--- src/hw/rtl/ppm_pulse_train_decoder_unit_assert.svh ---
// ---------------------------------------------------------------------------
// Assertion macros for the PPM pulse train decoder
// Clocked on clock, disabled while reset is high.
// ---------------------------------------------------------------------------
`ifndef PPM_PULSE_TRAIN_DECODER_UNIT_ASSERT_SVH
`define PPM_PULSE_TRAIN_DECODER_UNIT_ASSERT_SVH

// same-cycle implication
`define PPD_ASSERT_IMPL(lbl, ante, cons, msg) \
   lbl: assert property (@(posedge clock) disable iff (reset) (ante) |-> (cons)) \
      else $error(msg);

// next-cycle implication
`define PPD_ASSERT_NEXT(lbl, ante, cons, msg) \
   lbl: assert property (@(posedge clock) disable iff (reset) (ante) |=> (cons)) \
      else $error(msg);

`endif

--- src/hw/rtl/ppd_pkg.sv ---
// ---------------------------------------------------------------------------
// ppd_pkg
// Shared constants and types of the PPM pulse train decoder.
// ---------------------------------------------------------------------------
`default_nettype none

package ppd_pkg;

   // channel slots per frame
   localparam int NUM_CHANNELS = 8;

   localparam int SAMPLE_W = 16;
   localparam int WIDTH_W  = 16;
   localparam int COUNT_W  = 32;
   localparam int SLOT_W   = 4;
   localparam int SYNC_W   = 16;

   // held channel count needs to reach NUM_CHANNELS itself
   localparam int HELD_W = $clog2(NUM_CHANNELS + 1);
   localparam int IDX_W  = (NUM_CHANNELS > 1) ? $clog2(NUM_CHANNELS) : 1;

   localparam logic [SYNC_W-1:0] SYNC_RESET = SYNC_W'(250);

   // frame queue
   localparam int QUEUE_DEPTH = 2;
   localparam int QPTR_W      = (QUEUE_DEPTH > 1) ? $clog2(QUEUE_DEPTH) : 1;
   localparam int QCNT_W      = $clog2(QUEUE_DEPTH + 1);

   // one finished frame handed from front to back
   typedef struct packed {
      logic [NUM_CHANNELS-1:0][WIDTH_W-1:0] widths;
      logic [COUNT_W-1:0]                   count;
      logic [HELD_W-1:0]                    held;
   } frame_type;

endpackage

`default_nettype wire

--- src/hw/rtl/ppd_if.sv ---
// ---------------------------------------------------------------------------
// ppd_req_if / ppd_rsp_if
// Valid/ready channels for samples in and decoded items out.
// ---------------------------------------------------------------------------
`default_nettype none

interface ppd_req_if;
   logic                                valid;
   logic                                ready;
   logic signed [ppd_pkg::SAMPLE_W-1:0] sample;
   logic                                buffer_end;

   modport source (output valid, output sample, output buffer_end, input ready);
   modport sink   (input valid, input sample, input buffer_end, output ready);
endinterface

interface ppd_rsp_if;
   logic                               valid;
   logic                               ready;
   logic [ppd_pkg::COUNT_W-1:0]        value;
   logic [ppd_pkg::SLOT_W-1:0]         slot;
   logic                               frame_end;

   modport source (output valid, output value, output slot, output frame_end, input ready);
   modport sink   (input valid, input value, input slot, input frame_end, output ready);
endinterface

`default_nettype wire

--- src/hw/rtl/ppd_front.sv ---
// ---------------------------------------------------------------------------
// ppd_front
// Sample front end: level detect, edge timing, channel capture, frame push.
// ---------------------------------------------------------------------------
`default_nettype none

module ppd_front (
   input  wire logic                          clock,
   input  wire logic                          reset,
   ppd_req_if.sink                            req,
   input  wire logic                          csr_write_enable,
   input  wire logic [ppd_pkg::SYNC_W-1:0]    csr_write_data,
   output logic                               push_valid,
   output ppd_pkg::frame_type                 push_data,
   input  wire logic                          queue_full
);

   logic [ppd_pkg::SYNC_W-1:0]   sync_ff;
   logic                         wire_high_ff;
   logic [ppd_pkg::WIDTH_W-1:0]  peak_latched_ff, peak_latched_in;
   logic [ppd_pkg::WIDTH_W-1:0]  peak_running_ff, peak_running_in;
   logic [ppd_pkg::COUNT_W-1:0]  counter_ff;
   logic [ppd_pkg::COUNT_W-1:0]  last_edge_ff;
   logic [ppd_pkg::HELD_W-1:0]   held_ff, held_in;
   logic [ppd_pkg::NUM_CHANNELS-1:0][ppd_pkg::WIDTH_W-1:0] widths_ff;

   logic                         transfer;
   logic [ppd_pkg::WIDTH_W-1:0]  mag;
   logic                         high;
   logic                         edge_seen;
   logic [ppd_pkg::COUNT_W-1:0]  gap;
   logic                         is_sync;
   logic                         store;
   logic [ppd_pkg::WIDTH_W-1:0]  peak_max;

   assign req.ready = !queue_full;
   assign transfer  = req.valid && req.ready;

   // magnitude; the most negative sample maps to 0x8000
   assign mag  = req.sample[ppd_pkg::SAMPLE_W-1]
               ? ppd_pkg::WIDTH_W'(~req.sample + 1'b1)
               : ppd_pkg::WIDTH_W'(req.sample);
   assign high = {mag, 1'b0} > {1'b0, peak_latched_ff};

   // edge timing
   assign edge_seen = high != wire_high_ff;
   assign gap       = counter_ff - last_edge_ff;
   assign is_sync   = edge_seen && high &&
                      (gap > ppd_pkg::COUNT_W'(sync_ff));
   assign store     = edge_seen && high && !is_sync &&
                      (held_ff < ppd_pkg::HELD_W'(ppd_pkg::NUM_CHANNELS));
   assign held_in   = is_sync ? '0 : (store ? held_ff + 1'b1 : held_ff);

   // peak tracking, latched at buffer end
   assign peak_max        = (mag > peak_running_ff) ? mag : peak_running_ff;
   assign peak_running_in = req.buffer_end ? '0 : peak_max;
   assign peak_latched_in = req.buffer_end ? peak_max : peak_latched_ff;

   // frame snapshot into the queue
   assign push_valid       = transfer && is_sync;
   assign push_data.widths = widths_ff;
   assign push_data.count  = counter_ff;
   assign push_data.held   = held_ff;

   // control state
   always_ff @(posedge clock) begin
      if (reset) begin
         sync_ff         <= ppd_pkg::SYNC_RESET;
         wire_high_ff    <= 1'b0;
         peak_latched_ff <= '0;
         peak_running_ff <= '0;
         counter_ff      <= '0;
         last_edge_ff    <= '0;
         held_ff         <= '0;
      end else begin
         if (csr_write_enable) begin
            sync_ff <= csr_write_data;
         end
         if (transfer) begin
            wire_high_ff    <= high;
            peak_latched_ff <= peak_latched_in;
            peak_running_ff <= peak_running_in;
            counter_ff      <= counter_ff + 1'b1;
            held_ff         <= held_in;
            if (edge_seen) begin
               last_edge_ff <= counter_ff;
            end
         end
      end
   end

   // channel width store, no reset
   always_ff @(posedge clock) begin
      if (transfer && store) begin
         widths_ff[held_ff[ppd_pkg::IDX_W-1:0]] <= gap[ppd_pkg::WIDTH_W-1:0];
      end
   end

endmodule

`default_nettype wire

--- src/hw/rtl/ppd_queue.sv ---
// ---------------------------------------------------------------------------
// ppd_queue
// Short frame queue between the sample front end and the item emitter.
// ---------------------------------------------------------------------------
`default_nettype none

`include "ppm_pulse_train_decoder_unit_assert.svh"

module ppd_queue (
   input  wire logic               clock,
   input  wire logic               reset,
   input  wire logic               push_valid,
   input  wire ppd_pkg::frame_type push_data,
   output logic                    full,
   input  wire logic               pop,
   output ppd_pkg::frame_type      head,
   output logic                    empty
);

   ppd_pkg::frame_type            entries_ff [ppd_pkg::QUEUE_DEPTH];
   logic [ppd_pkg::QPTR_W-1:0]    wr_ptr_ff;
   logic [ppd_pkg::QPTR_W-1:0]    rd_ptr_ff;
   logic [ppd_pkg::QCNT_W-1:0]    count_ff, count_in;

   assign full  = count_ff == ppd_pkg::QCNT_W'(ppd_pkg::QUEUE_DEPTH);
   assign empty = count_ff == '0;
   assign head  = entries_ff[rd_ptr_ff];

   always_comb begin
      count_in = count_ff;
      if (push_valid && !pop) begin
         count_in = count_ff + 1'b1;
      end else if (pop && !push_valid) begin
         count_in = count_ff - 1'b1;
      end
   end

   // pointers and fill count
   always_ff @(posedge clock) begin
      if (reset) begin
         wr_ptr_ff <= '0;
         rd_ptr_ff <= '0;
         count_ff  <= '0;
      end else begin
         count_ff <= count_in;
         if (push_valid) begin
            wr_ptr_ff <= (wr_ptr_ff == ppd_pkg::QPTR_W'(ppd_pkg::QUEUE_DEPTH - 1))
                       ? '0 : wr_ptr_ff + 1'b1;
         end
         if (pop) begin
            rd_ptr_ff <= (rd_ptr_ff == ppd_pkg::QPTR_W'(ppd_pkg::QUEUE_DEPTH - 1))
                       ? '0 : rd_ptr_ff + 1'b1;
         end
      end
   end

   // entry storage
   always_ff @(posedge clock) begin
      if (push_valid) begin
         entries_ff[wr_ptr_ff] <= push_data;
      end
   end

   `PPD_ASSERT_IMPL(a_no_overflow, push_valid, !full, "frame pushed into full queue")
   `PPD_ASSERT_IMPL(a_no_underflow, pop, !empty, "frame popped from empty queue")
   `PPD_ASSERT_IMPL(a_count_range, 1'b1, count_ff <= ppd_pkg::QCNT_W'(ppd_pkg::QUEUE_DEPTH), "queue count out of range")
   `PPD_ASSERT_NEXT(a_push_lands, push_valid && !pop, !empty, "pushed frame not held")

endmodule

`default_nettype wire

--- src/hw/rtl/ppd_back.sv ---
// ---------------------------------------------------------------------------
// ppd_back
// Item emitter: walks one queued frame into width items and an end item.
// ---------------------------------------------------------------------------
`default_nettype none

module ppd_back (
   input  wire logic               clock,
   input  wire logic               reset,
   input  wire ppd_pkg::frame_type head,
   input  wire logic               empty,
   output logic                    pop,
   ppd_rsp_if.source               rsp
);

   logic [ppd_pkg::HELD_W-1:0]   idx_ff;
   logic                         valid_ff;
   logic [ppd_pkg::COUNT_W-1:0]  value_ff;
   logic [ppd_pkg::SLOT_W-1:0]   slot_ff;
   logic                         end_ff;

   logic                         advance;
   logic                         last_item;
   logic [ppd_pkg::COUNT_W-1:0]  value_in;
   logic [ppd_pkg::SLOT_W-1:0]   slot_in;

   assign advance   = !empty && (!valid_ff || rsp.ready);
   assign last_item = idx_ff >= head.held;
   assign pop       = advance && last_item;

   // next item of the frame at the head
   assign value_in = last_item
                   ? head.count
                   : ppd_pkg::COUNT_W'(head.widths[idx_ff[ppd_pkg::IDX_W-1:0]]);
   assign slot_in  = last_item ? ppd_pkg::SLOT_W'(head.held) : ppd_pkg::SLOT_W'(idx_ff);

   // output register and walk index
   always_ff @(posedge clock) begin
      if (reset) begin
         idx_ff   <= '0;
         valid_ff <= 1'b0;
      end else begin
         if (advance) begin
            valid_ff <= 1'b1;
            idx_ff   <= last_item ? '0 : idx_ff + 1'b1;
         end else if (rsp.ready) begin
            valid_ff <= 1'b0;
         end
      end
   end

   // output payload, no reset
   always_ff @(posedge clock) begin
      if (advance) begin
         value_ff <= value_in;
         slot_ff  <= slot_in;
         end_ff   <= last_item;
      end
   end

   assign rsp.valid     = valid_ff;
   assign rsp.value     = value_ff;
   assign rsp.slot      = slot_ff;
   assign rsp.frame_end = end_ff;

endmodule

`default_nettype wire

--- src/hw/rtl/ppm_pulse_train_decoder_unit.sv ---
// ---------------------------------------------------------------------------
// ppm_pulse_train_decoder_unit
// PPM pulse train decoder: samples in, channel widths and frame ends out.
// ---------------------------------------------------------------------------
// Usage:
//  req_bus carries one signed 16-bit sample per transfer plus buffer_end.
//  rsp_bus carries decoded items: value, slot and frame_end.
//  csr_write_enable / csr_write_data set the sync gap width (reset 250);
//  write only while the block is idle.
//  Samples are taken one per cycle while the two-entry frame queue has room.
//  A sample that detects frame sync pushes a frame snapshot into the queue;
//  its items reach rsp_bus through the queue entry and then the output register.
//  A frame with k stored channels yields k+1 items, one per cycle while
//  the receiver is ready, as the emitter walks one queue entry item by item.
//  When the receiver stalls, the output register holds and the queue fills;
//  req_bus.ready drops only while both queue entries are occupied.
//  Reset (synchronous, active high) clears counters, peaks, level, channel
//  count, queue and output; channel width storage is not cleared.
// ---------------------------------------------------------------------------
`default_nettype none

module ppm_pulse_train_decoder_unit (
   input  wire logic                        clock,
   input  wire logic                        reset,
   ppd_req_if.sink                          req_bus,
   ppd_rsp_if.source                        rsp_bus,
   input  wire logic                        csr_write_enable,
   input  wire logic [ppd_pkg::SYNC_W-1:0]  csr_write_data
);

   logic               push_valid;
   ppd_pkg::frame_type push_data;
   logic               queue_full;
   logic               pop;
   ppd_pkg::frame_type head;
   logic               queue_empty;

   ppd_front u_front (
      .clock            (clock),
      .reset            (reset),
      .req              (req_bus),
      .csr_write_enable (csr_write_enable),
      .csr_write_data   (csr_write_data),
      .push_valid       (push_valid),
      .push_data        (push_data),
      .queue_full       (queue_full)
   );

   ppd_queue u_queue (
      .clock      (clock),
      .reset      (reset),
      .push_valid (push_valid),
      .push_data  (push_data),
      .full       (queue_full),
      .pop        (pop),
      .head       (head),
      .empty      (queue_empty)
   );

   ppd_back u_back (
      .clock (clock),
      .reset (reset),
      .head  (head),
      .empty (queue_empty),
      .pop   (pop),
      .rsp   (rsp_bus)
   );

endmodule

`default_nettype wire

--- src/flat_wrapper.sv ---
// flat-port wrapper written by rule: the top's interface ports become plain ports
module ppm_pulse_train_decoder_unit_flat 
  (clock, reset, csr_write_enable, csr_write_data, req_bus_valid, req_bus_sample, req_bus_buffer_end, req_bus_ready, rsp_bus_valid, rsp_bus_value, rsp_bus_slot, rsp_bus_frame_end, rsp_bus_ready);
  ppd_req_if req_bus_i ();
  ppd_rsp_if rsp_bus_i ();
  input  wire logic clock;
  input  wire logic reset;
  input  wire logic csr_write_enable;
  input  wire logic [ppd_pkg::SYNC_W-1:0] csr_write_data;
  input wire logic [$bits(req_bus_i.valid)-1:0] req_bus_valid;
  input wire logic [$bits(req_bus_i.sample)-1:0] req_bus_sample;
  input wire logic [$bits(req_bus_i.buffer_end)-1:0] req_bus_buffer_end;
  output wire logic [$bits(req_bus_i.ready)-1:0] req_bus_ready;
  output wire logic [$bits(rsp_bus_i.valid)-1:0] rsp_bus_valid;
  output wire logic [$bits(rsp_bus_i.value)-1:0] rsp_bus_value;
  output wire logic [$bits(rsp_bus_i.slot)-1:0] rsp_bus_slot;
  output wire logic [$bits(rsp_bus_i.frame_end)-1:0] rsp_bus_frame_end;
  input wire logic [$bits(rsp_bus_i.ready)-1:0] rsp_bus_ready;
  assign req_bus_i.valid = req_bus_valid;
  assign req_bus_i.sample = req_bus_sample;
  assign req_bus_i.buffer_end = req_bus_buffer_end;
  assign req_bus_ready = req_bus_i.ready;
  assign rsp_bus_valid = rsp_bus_i.valid;
  assign rsp_bus_value = rsp_bus_i.value;
  assign rsp_bus_slot = rsp_bus_i.slot;
  assign rsp_bus_frame_end = rsp_bus_i.frame_end;
  assign rsp_bus_i.ready = rsp_bus_ready;
  ppm_pulse_train_decoder_unit u_core (.clock(clock), .reset(reset), .req_bus(req_bus_i), .rsp_bus(rsp_bus_i), .csr_write_enable(csr_write_enable), .csr_write_data(csr_write_data));
endmodule
--- config.mk ---
export PLATFORM = sky130hd
export DESIGN_NAME = ppm_pulse_train_decoder_unit_flat
export DESIGN_NICKNAME = d
export VERILOG_FILES = /design/src/hw/rtl/ppd_pkg.sv /design/src/hw/rtl/ppd_if.sv /design/src/hw/rtl/ppd_front.sv /design/src/hw/rtl/ppd_queue.sv /design/src/hw/rtl/ppd_back.sv /design/src/hw/rtl/ppm_pulse_train_decoder_unit.sv /design/src/flat_wrapper.sv
export VERILOG_INCLUDE_DIRS = /design/src /design/src/hw/rtl
export SDC_FILE = /design/constraint.sdc
export NUM_CORES = 1
export LEC_CHECK = 0
export BUFFER_PORTS_ARGS = -buffer_cell sky130_fd_sc_hd__buf_4
export CAP_MARGIN = 20
export CORE_MARGIN = 4
export CORE_UTILIZATION = 50
export CTS_CLUSTER_SIZE = 14
export DETAILED_ROUTE_END_ITERATION = 12
export HOLD_SLACK_MARGIN = 0.08
export PLACE_DENSITY = 0.69
export SLEW_MARGIN = 5
export SYNTH_ARGS = -nofsm -noshare
export SYNTH_HDL_FRONTEND = slang
export SYNTH_HIERARCHICAL = 1
export SYNTH_SLANG_ARGS = --single-unit
--- constraint.sdc ---
create_clock -name clock -period 12.14 [get_ports clock]
set_input_delay 1.821 -clock clock [delete_from_list [all_inputs] [get_ports clock]]
set_output_delay 1.821 -clock clock [all_outputs]
set_load 0.05 [all_outputs]
Word-level counts from Yosys, hierarchy flattened --
Memories as Yosys holds them, arrays and structs flattened. A register that Yosys moved wholly into a read port is not among the register bits. Cells that the tools add are included.
Operators by class: add/subtract/negate cells 9, $lt $le $gt $ge 8, equality and inequality tests 2, mux-type cells 23, bitwise logic cells 1, reduce and logical (&&, ||, !) cells 26
Operators by type and width (number):
- $bwmux 128 | 1
- $mux 16 | 6
- $bmux 16 s3 | 1
- $demux 16 s3 | 1
- $add 32x1->32 const B | 1
- $gt 32x16->1 | 1
- $sub 32x32->32 | 1
- $gt 17x16->1 | 1
- $add 16x1->16 const B | 1
- $gt 16x16->1 | 1
- $mux 4 | 4
- $not 16->16 | 1
- $logic_and 1x1->1 | 12
- $add 4x1->4 const B | 2
- $lt 3x4->1 const B | 2
- $mux 1 | 8
- $logic_not 1->1 | 6
- $reduce_and 2->1 | 3
- $reduce_bool 2->1 | 3
- $ge 4x4->1 | 1
- $lt 4x4->1 const B | 1
- $mux 2 | 2
- $ge 3x1->1 const B | 1
- $add 1x1->1 const B | 2
- 6 further kinds | 6
Word-level totals: register bits after elaboration 291, RAM bits 328, input port bits 38, output and inout bits 39, logic and storage cells 94, memories 1
Memories:
- u_core.u_queue.entries_ff | depth 2, width 164, rd ports 1, clocked after Yosys merged registers in 1, wr ports 1, line ppd_queue.sv:20 | ppd_pkg::frame_type entries_ff [ppd_pkg::QUEUE_DEPTH];

Logic depth before layout (Yosys ltp) --
depth in word-level cells 12, gate-level depth with buffers 24, gate-level depth less buffers 24

Hierarchy --
The synthesis kept the hierarchy.
By module, submodules not included:
- ppd_queue | instances 1, cells an instance 532, area an instance 12106.6 um^2, sequential area each 9949.5 um^2
- ppd_front | instances 1, cells an instance 1180, area an instance 11952.7 um^2, sequential area each 6185.9 um^2
- ppd_back | instances 1, cells an instance 203, area an instance 2762.6 um^2, sequential area each 1211.2 um^2

Least setup slack after synthesis --
Ideal clock, no wire load.
path kind input -> register, start point in req_bus_sample[7], end point mem u_core/u_queue/entries_ff[0][0] (netlist name), enable pin, setup time 710 ps, arrival time 11673 ps, required time 11430 ps, path slack -243 ps, stages 15, buffers on the path 0, cells stage by stage or4_1 > nor3_1 > and3_1 > nand2b_1 > o21ai_0 > xnor2_1 > ha_1 > nand3_1 > nor4_1 > a21oi_1 > a21o_1 > ha_1 > nand2_1 > nor2_1 > nor2b_1
Between the ends: word-level cells in the longest chain between the ends 10
Ends and longest elaborated chain:
- from (decl) | line flat_wrapper.sv:11 | input wire logic [$bits(req_bus_i.sample)-1:0] req_bus_sample;
- $not 16->16 | line ppd_front.sv:41 | ? ppd_pkg::WIDTH_W'(~req.sample + 1'b1)
- $add 16x1->16 | line ppd_front.sv:41
- $mux 16 (*) | line ppd_front.sv:41
- $gt 17x16->1 (*) | line ppd_front.sv:43 | assign high = {mag, 1'b0} > {1'b0, peak_latched_ff};
- named net u_core.u_front.high | line ppd_front.sv:29 | logic high;
- $ne 1x1->1 | line ppd_front.sv:46 | assign edge_seen = high != wire_high_ff;
- $logic_and 1x1->1 (*) (2 in series) | line ppd_front.sv:48 | assign is_sync = edge_seen && high &&
- $logic_and 1x1->1 (*) | line ppd_front.sv:60 | assign push_valid = transfer && is_sync;
- named net u_core.push_valid | line ppm_pulse_train_decoder_unit.sv:31 | logic push_valid;
- $mux 1 (*) | line ppd_queue.sv:59 | if (push_valid) begin
- $mux 1 (implied by the code) (*) | line ppd_queue.sv:60 | entries_ff[wr_ptr_ff] <= push_data;
- to (decl) | line ppd_queue.sv:20
The timed path passes the listed nets; every way through them passes the cells marked *.

Worst setup path after layout --
start point reg u_core/u_front/counter_ff[4] (netlist name), end point mem u_core/u_queue/entries_ff[0][49] (netlist name), enable pin
Between the ends: word-level cells in the longest chain between the ends 6
Ends and longest elaborated chain:
- from (decl) | line ppd_front.sv:22 | logic [ppd_pkg::COUNT_W-1:0] counter_ff;
- from (signal assigned) | line ppd_front.sv:83 | counter_ff <= counter_ff + 1'b1;
- $sub 32x32->32 | line ppd_front.sv:47 | assign gap = counter_ff - last_edge_ff;
- named net u_core.u_front.gap, one bit | line ppd_front.sv:31 | logic [ppd_pkg::COUNT_W-1:0] gap;
- $gt 32x16->1 | line ppd_front.sv:49 | (gap > ppd_pkg::COUNT_W'(sync_ff));
- $logic_and 1x1->1 | line ppd_front.sv:48
- $logic_and 1x1->1 | line ppd_front.sv:60
- named net u_core.push_valid | line ppm_pulse_train_decoder_unit.sv:31
- $mux 1 | line ppd_queue.sv:59
- $mux 1 (implied by the code) | line ppd_queue.sv:60
The timed path passes the listed nets, and every way through them passes these cells.

==> impl_metrics.ini <==
[clocking]
post_cts_resized = 0
post_cts_buffers = 0
source_to_sink_clock_delay_at_the_later_pin_of_the_worst_skew_pair_ns = 0.61
tritoncts_clock_tree = done
clk_root_buffer_cell = clkbuf_16
clock_path_buffers = 3
numClockSinks = 620
worst_setup_hold_path_clk_slew_ns = 0.06
hold_buffers = 0
clock_tree.htree_level_count = 2
tritoncts.num_buffers = 61

[routing]
route.detailed.wl_per_inst_um = 20.2
drc = 0
via_count = 15500
drt.antenna.violating_nets = 0
via_density = 5.68
finalWirelength_mm = 54.9
drt_first_iter_violations = 1208
dr.pass1.iters = 7

[yosys]
avgSynthCellArea_um2 = 14.0
ys_dominant_reg_cell = edfxtp_1
synth_top_area_share = 0.552
post_synth_inst_count = 1915
synth_top_cell_by_area = edfxtp_1
post_synth_main_area_contributors = edfxtp_1 55%, dfxtp_1 9.5%, mux2_2 6.9%
synthDistinctLibCells = 78
syn-num-nets = 2042
postSynth.asyncResetShare = 0
synth_enable_flop_cells = 493
ys_ff_latch = 620
ys_warn_count = 6
mappedNetlistArea_mm2 = 0.0268
synth_sequential_area_ratio = 0.647

[cells_and_area]
area_added_between_synthesis_and_finish_pct = 11.2
nNetsFinal = 2114
diodes = 0
sequential_cell_area_mm2 = 0.0174
multi_input_comb_area_mm2 = 0.00858
fill_cells = 4132
design_area_mm2 = 0.0298
final_layout_size_suffix_gt1_frac = 0.205

[setup_path]
crit_path_cell_trace = ha_1, a21o_1, a31o_2, o21a_1, o21ai_0, nand2_1, xor2_1, ha_1, and4_1, nand3_1, a211oi_1, a21oi_1, a21oi_1, nor3_2, nand4_1, nor4_4, nor2_1, nor2b_4, buf_4
critical_path_type = flip-flop to flip-flop
cp_data_arrival_time_ns = 6.85
setup.worst_path.start_class = flip-flop
timing.critical_path.required_ns = 12.35
timing.critical_path.to_type = flip-flop
critPathMaxFanout = 76
timing.critical_path.slowest_cell_delay_ns = 0.91
crit_slowest_cell = buf_4

[timing]
worstMarginPinSlew_ns = 1.20
slew_violations = 0
number_of_endpoints_with_negative_hold_slack_in_the_final_report = 0
totalNegativeSetupSlack_ns = 0
setup_viol = 0
slew_headroom = 0.194
setup_repair_after_global_routing_missed_its_margin = false
period_needed_ns = 6.64
layout_worst_path_cycle_share = 0.547
fmax_ghz = 0.151
fin_worst_skew_ns = 0.0180

[power_and_ir_drop]
ir_worst_vdd_v = 0.000127
static-leakage-power_nw = 10.3
power-per-cell-area_mw_per_mm2 = 205

[global_route]
grt_antenna_before_repair = 1
grt_pass1_wl_mm = 86.0
global_route.overflow_total = 0
grt_start_max_net_pins = 79
grt_pass1_vias = 15600
groute.usage.overall = 0.191

[placed_design]
place_area_mm2 = 0.0279
place.port_buffers = 76
gpl.final_weighted_congestion = 0.869
hpwl_mm = 34.7

[job]
max_cap_violations = 0

[die]
floorplan.die.height_um = 240
placement_rows = 84
core_mm2 = 0.0529
design.die.area_mm2 = 0.0574
num_io_pins = 77
initial_utilization = 0.507
die_x_um = 240

[status]
status = completed

[hold_path]
hold_path_class = flip-flop to flip-flop
worst paths after layout:
kind         slack (ns)                                 startpoint  depth (start not counted)                                           to
min                0.44    u_core/u_front/push_data[104]$_DFFE_PP_                          0  u_core/u_queue/entries_ff[1][104]$_DFFE_PP_
max reg2reg        5.50  u_core/u_front/counter_ff[4]$_SDFFE_PP0P_                         19   u_core/u_queue/entries_ff[0][49]$_DFFE_PP_
max                5.50  u_core/u_front/counter_ff[4]$_SDFFE_PP0P_                         19   u_core/u_queue/entries_ff[0][49]$_DFFE_PP_
min reg2reg        0.44    u_core/u_front/push_data[104]$_DFFE_PP_                          0  u_core/u_queue/entries_ff[1][104]$_DFFE_PP_
final cells by class:
class                      count  share of cell area
sequential                   620               0.582
clock buffer                  81              0.0554
clock inverter                30             0.00692
tap                          688              0.0289
timing repair buffer         102              0.0262
multi-input combinational   1100               0.288
inverter                     102              0.0128
cells in the final DEF, fill, tap and decap left out, types with 31 or more instances in the layout:
| master | instances |
|---|---|
| edfxtp_1 | 493 |
| mux2_2 | 164 |
| nand2_1 | 146 |
| dfxtp_1 | 124 |
| a21oi_1 | 115 |
| buf_4 | 100 |
| inv_1 | 99 |
| ha_1 | 88 |
| nor2_1 | 86 |
| clkbuf_16 | 62 |
| o21ai_0 | 45 |
| nand4_1 | 42 |
| xor2_1 | 36 |
| xnor2_1 | 33 |
| mux4_2 | 32 |
| nand3_1 | 31 |
per-layer routing:
metal / up-vias / track usage / part of all wire
met1: 7602 / 0.267 / 0.44
met2: 481 / 0.309 / 0.47
met3: 86 / 0.0377 / 0.067
li1: 7305 / - / -
met4: 0 / 0.0512 / 0.022
met5: - / 0 / 0
sequential cells by signal (all words and copies together) (netlist names), 2 cells and up, named ones only:
register                        count
u_core/u_front/peak_running_ff     16
u_core/u_queue/entries_ff         328
u_core/u_back/rsp.value            32
u_core/u_front/last_edge_ff        32
u_core/u_queue/count_ff             2
u_core/u_front/push_data          128
u_core/u_front/held_ff              4
u_core/u_front/peak_latched_ff     16
u_core/u_back/rsp.slot              4
u_core/u_back/idx_ff                4
u_core/u_front/sync_ff             16
u_core/u_front/counter_ff          32
stage by stage:
stage	power, mW	hold WS (ns)	setup WS (ns)	utilization	std cells
final	6.11	0.440	5.50	0.564	2723
after global routing	6.40	0.447	5.08	0.564	2723
after CTS	6.17	0.443	5.49	0.563	2718
after detailed placement	4.41	0.430	4.99	0.528	2607
after global placement	4.36	0.422	5.11	0.528	2605
after floorplan	3.97	0.421	2.93	-	1915
critical path, delay by kind of cell (launching register included):
kind	cells	cell delay [ns]
simple gates	8	1.92
compound gates	7	1.47
buf+inv	1	0.91
xor+xnor	1	0.79
fa+ha+maj	2	0.59
flops	1	0.47
power by group:
part	internal (mW)	switching [mW]	total, mW
Clock	0.994	0.762	1.76
Sequential	2.73	0.0950	2.82
Combinational	0.552	0.986	1.54
cells in the mapped netlist, types with 4 or more instances:
master	n
a22o_1	17
xor2_1	36
o21ai_0	45
a21o_1	13
nor2b_1	26
mux4_2	32
buf_2	15
nor2_1	93
clkbuf_1	40
ha_1	88
buf_4	9
and3_1	16
nor3_1	28
mux2_2	164
mux2i_1	28
o211ai_1	14
o31ai_1	4
nor4_1	4
or3_1	9
xnor2_1	33
a21oi_1	115
nand2_1	146
a31oi_1	4
inv_1	100
nand3_1	31
buf_1	7
nand2b_1	9
and4_1	4
o21ai_1	7
o311ai_0	14
edfxtp_1	493
o2111ai_1	6
buf_6	20
o21a_1	14
dfxtp_1	127
nand4_1	42
logic make-up (layout without fill, tap and decap cells):
logic type               after synthesis  after routing  share of synthesized area
XOR/XNOR                              69             69                     0.0225
AND/OR/NAND/NOR                      432            432                     0.0792
adder cells (fa/ha/maj)               89             89                     0.0418
flip-flops                           620            620                      0.647
AO/OA/AOI/OAI                        285            285                     0.0679
multiplexers                         225            225                      0.107
buffers and inverters                195            315                     0.0353
(Power assumes the default switching activity.)
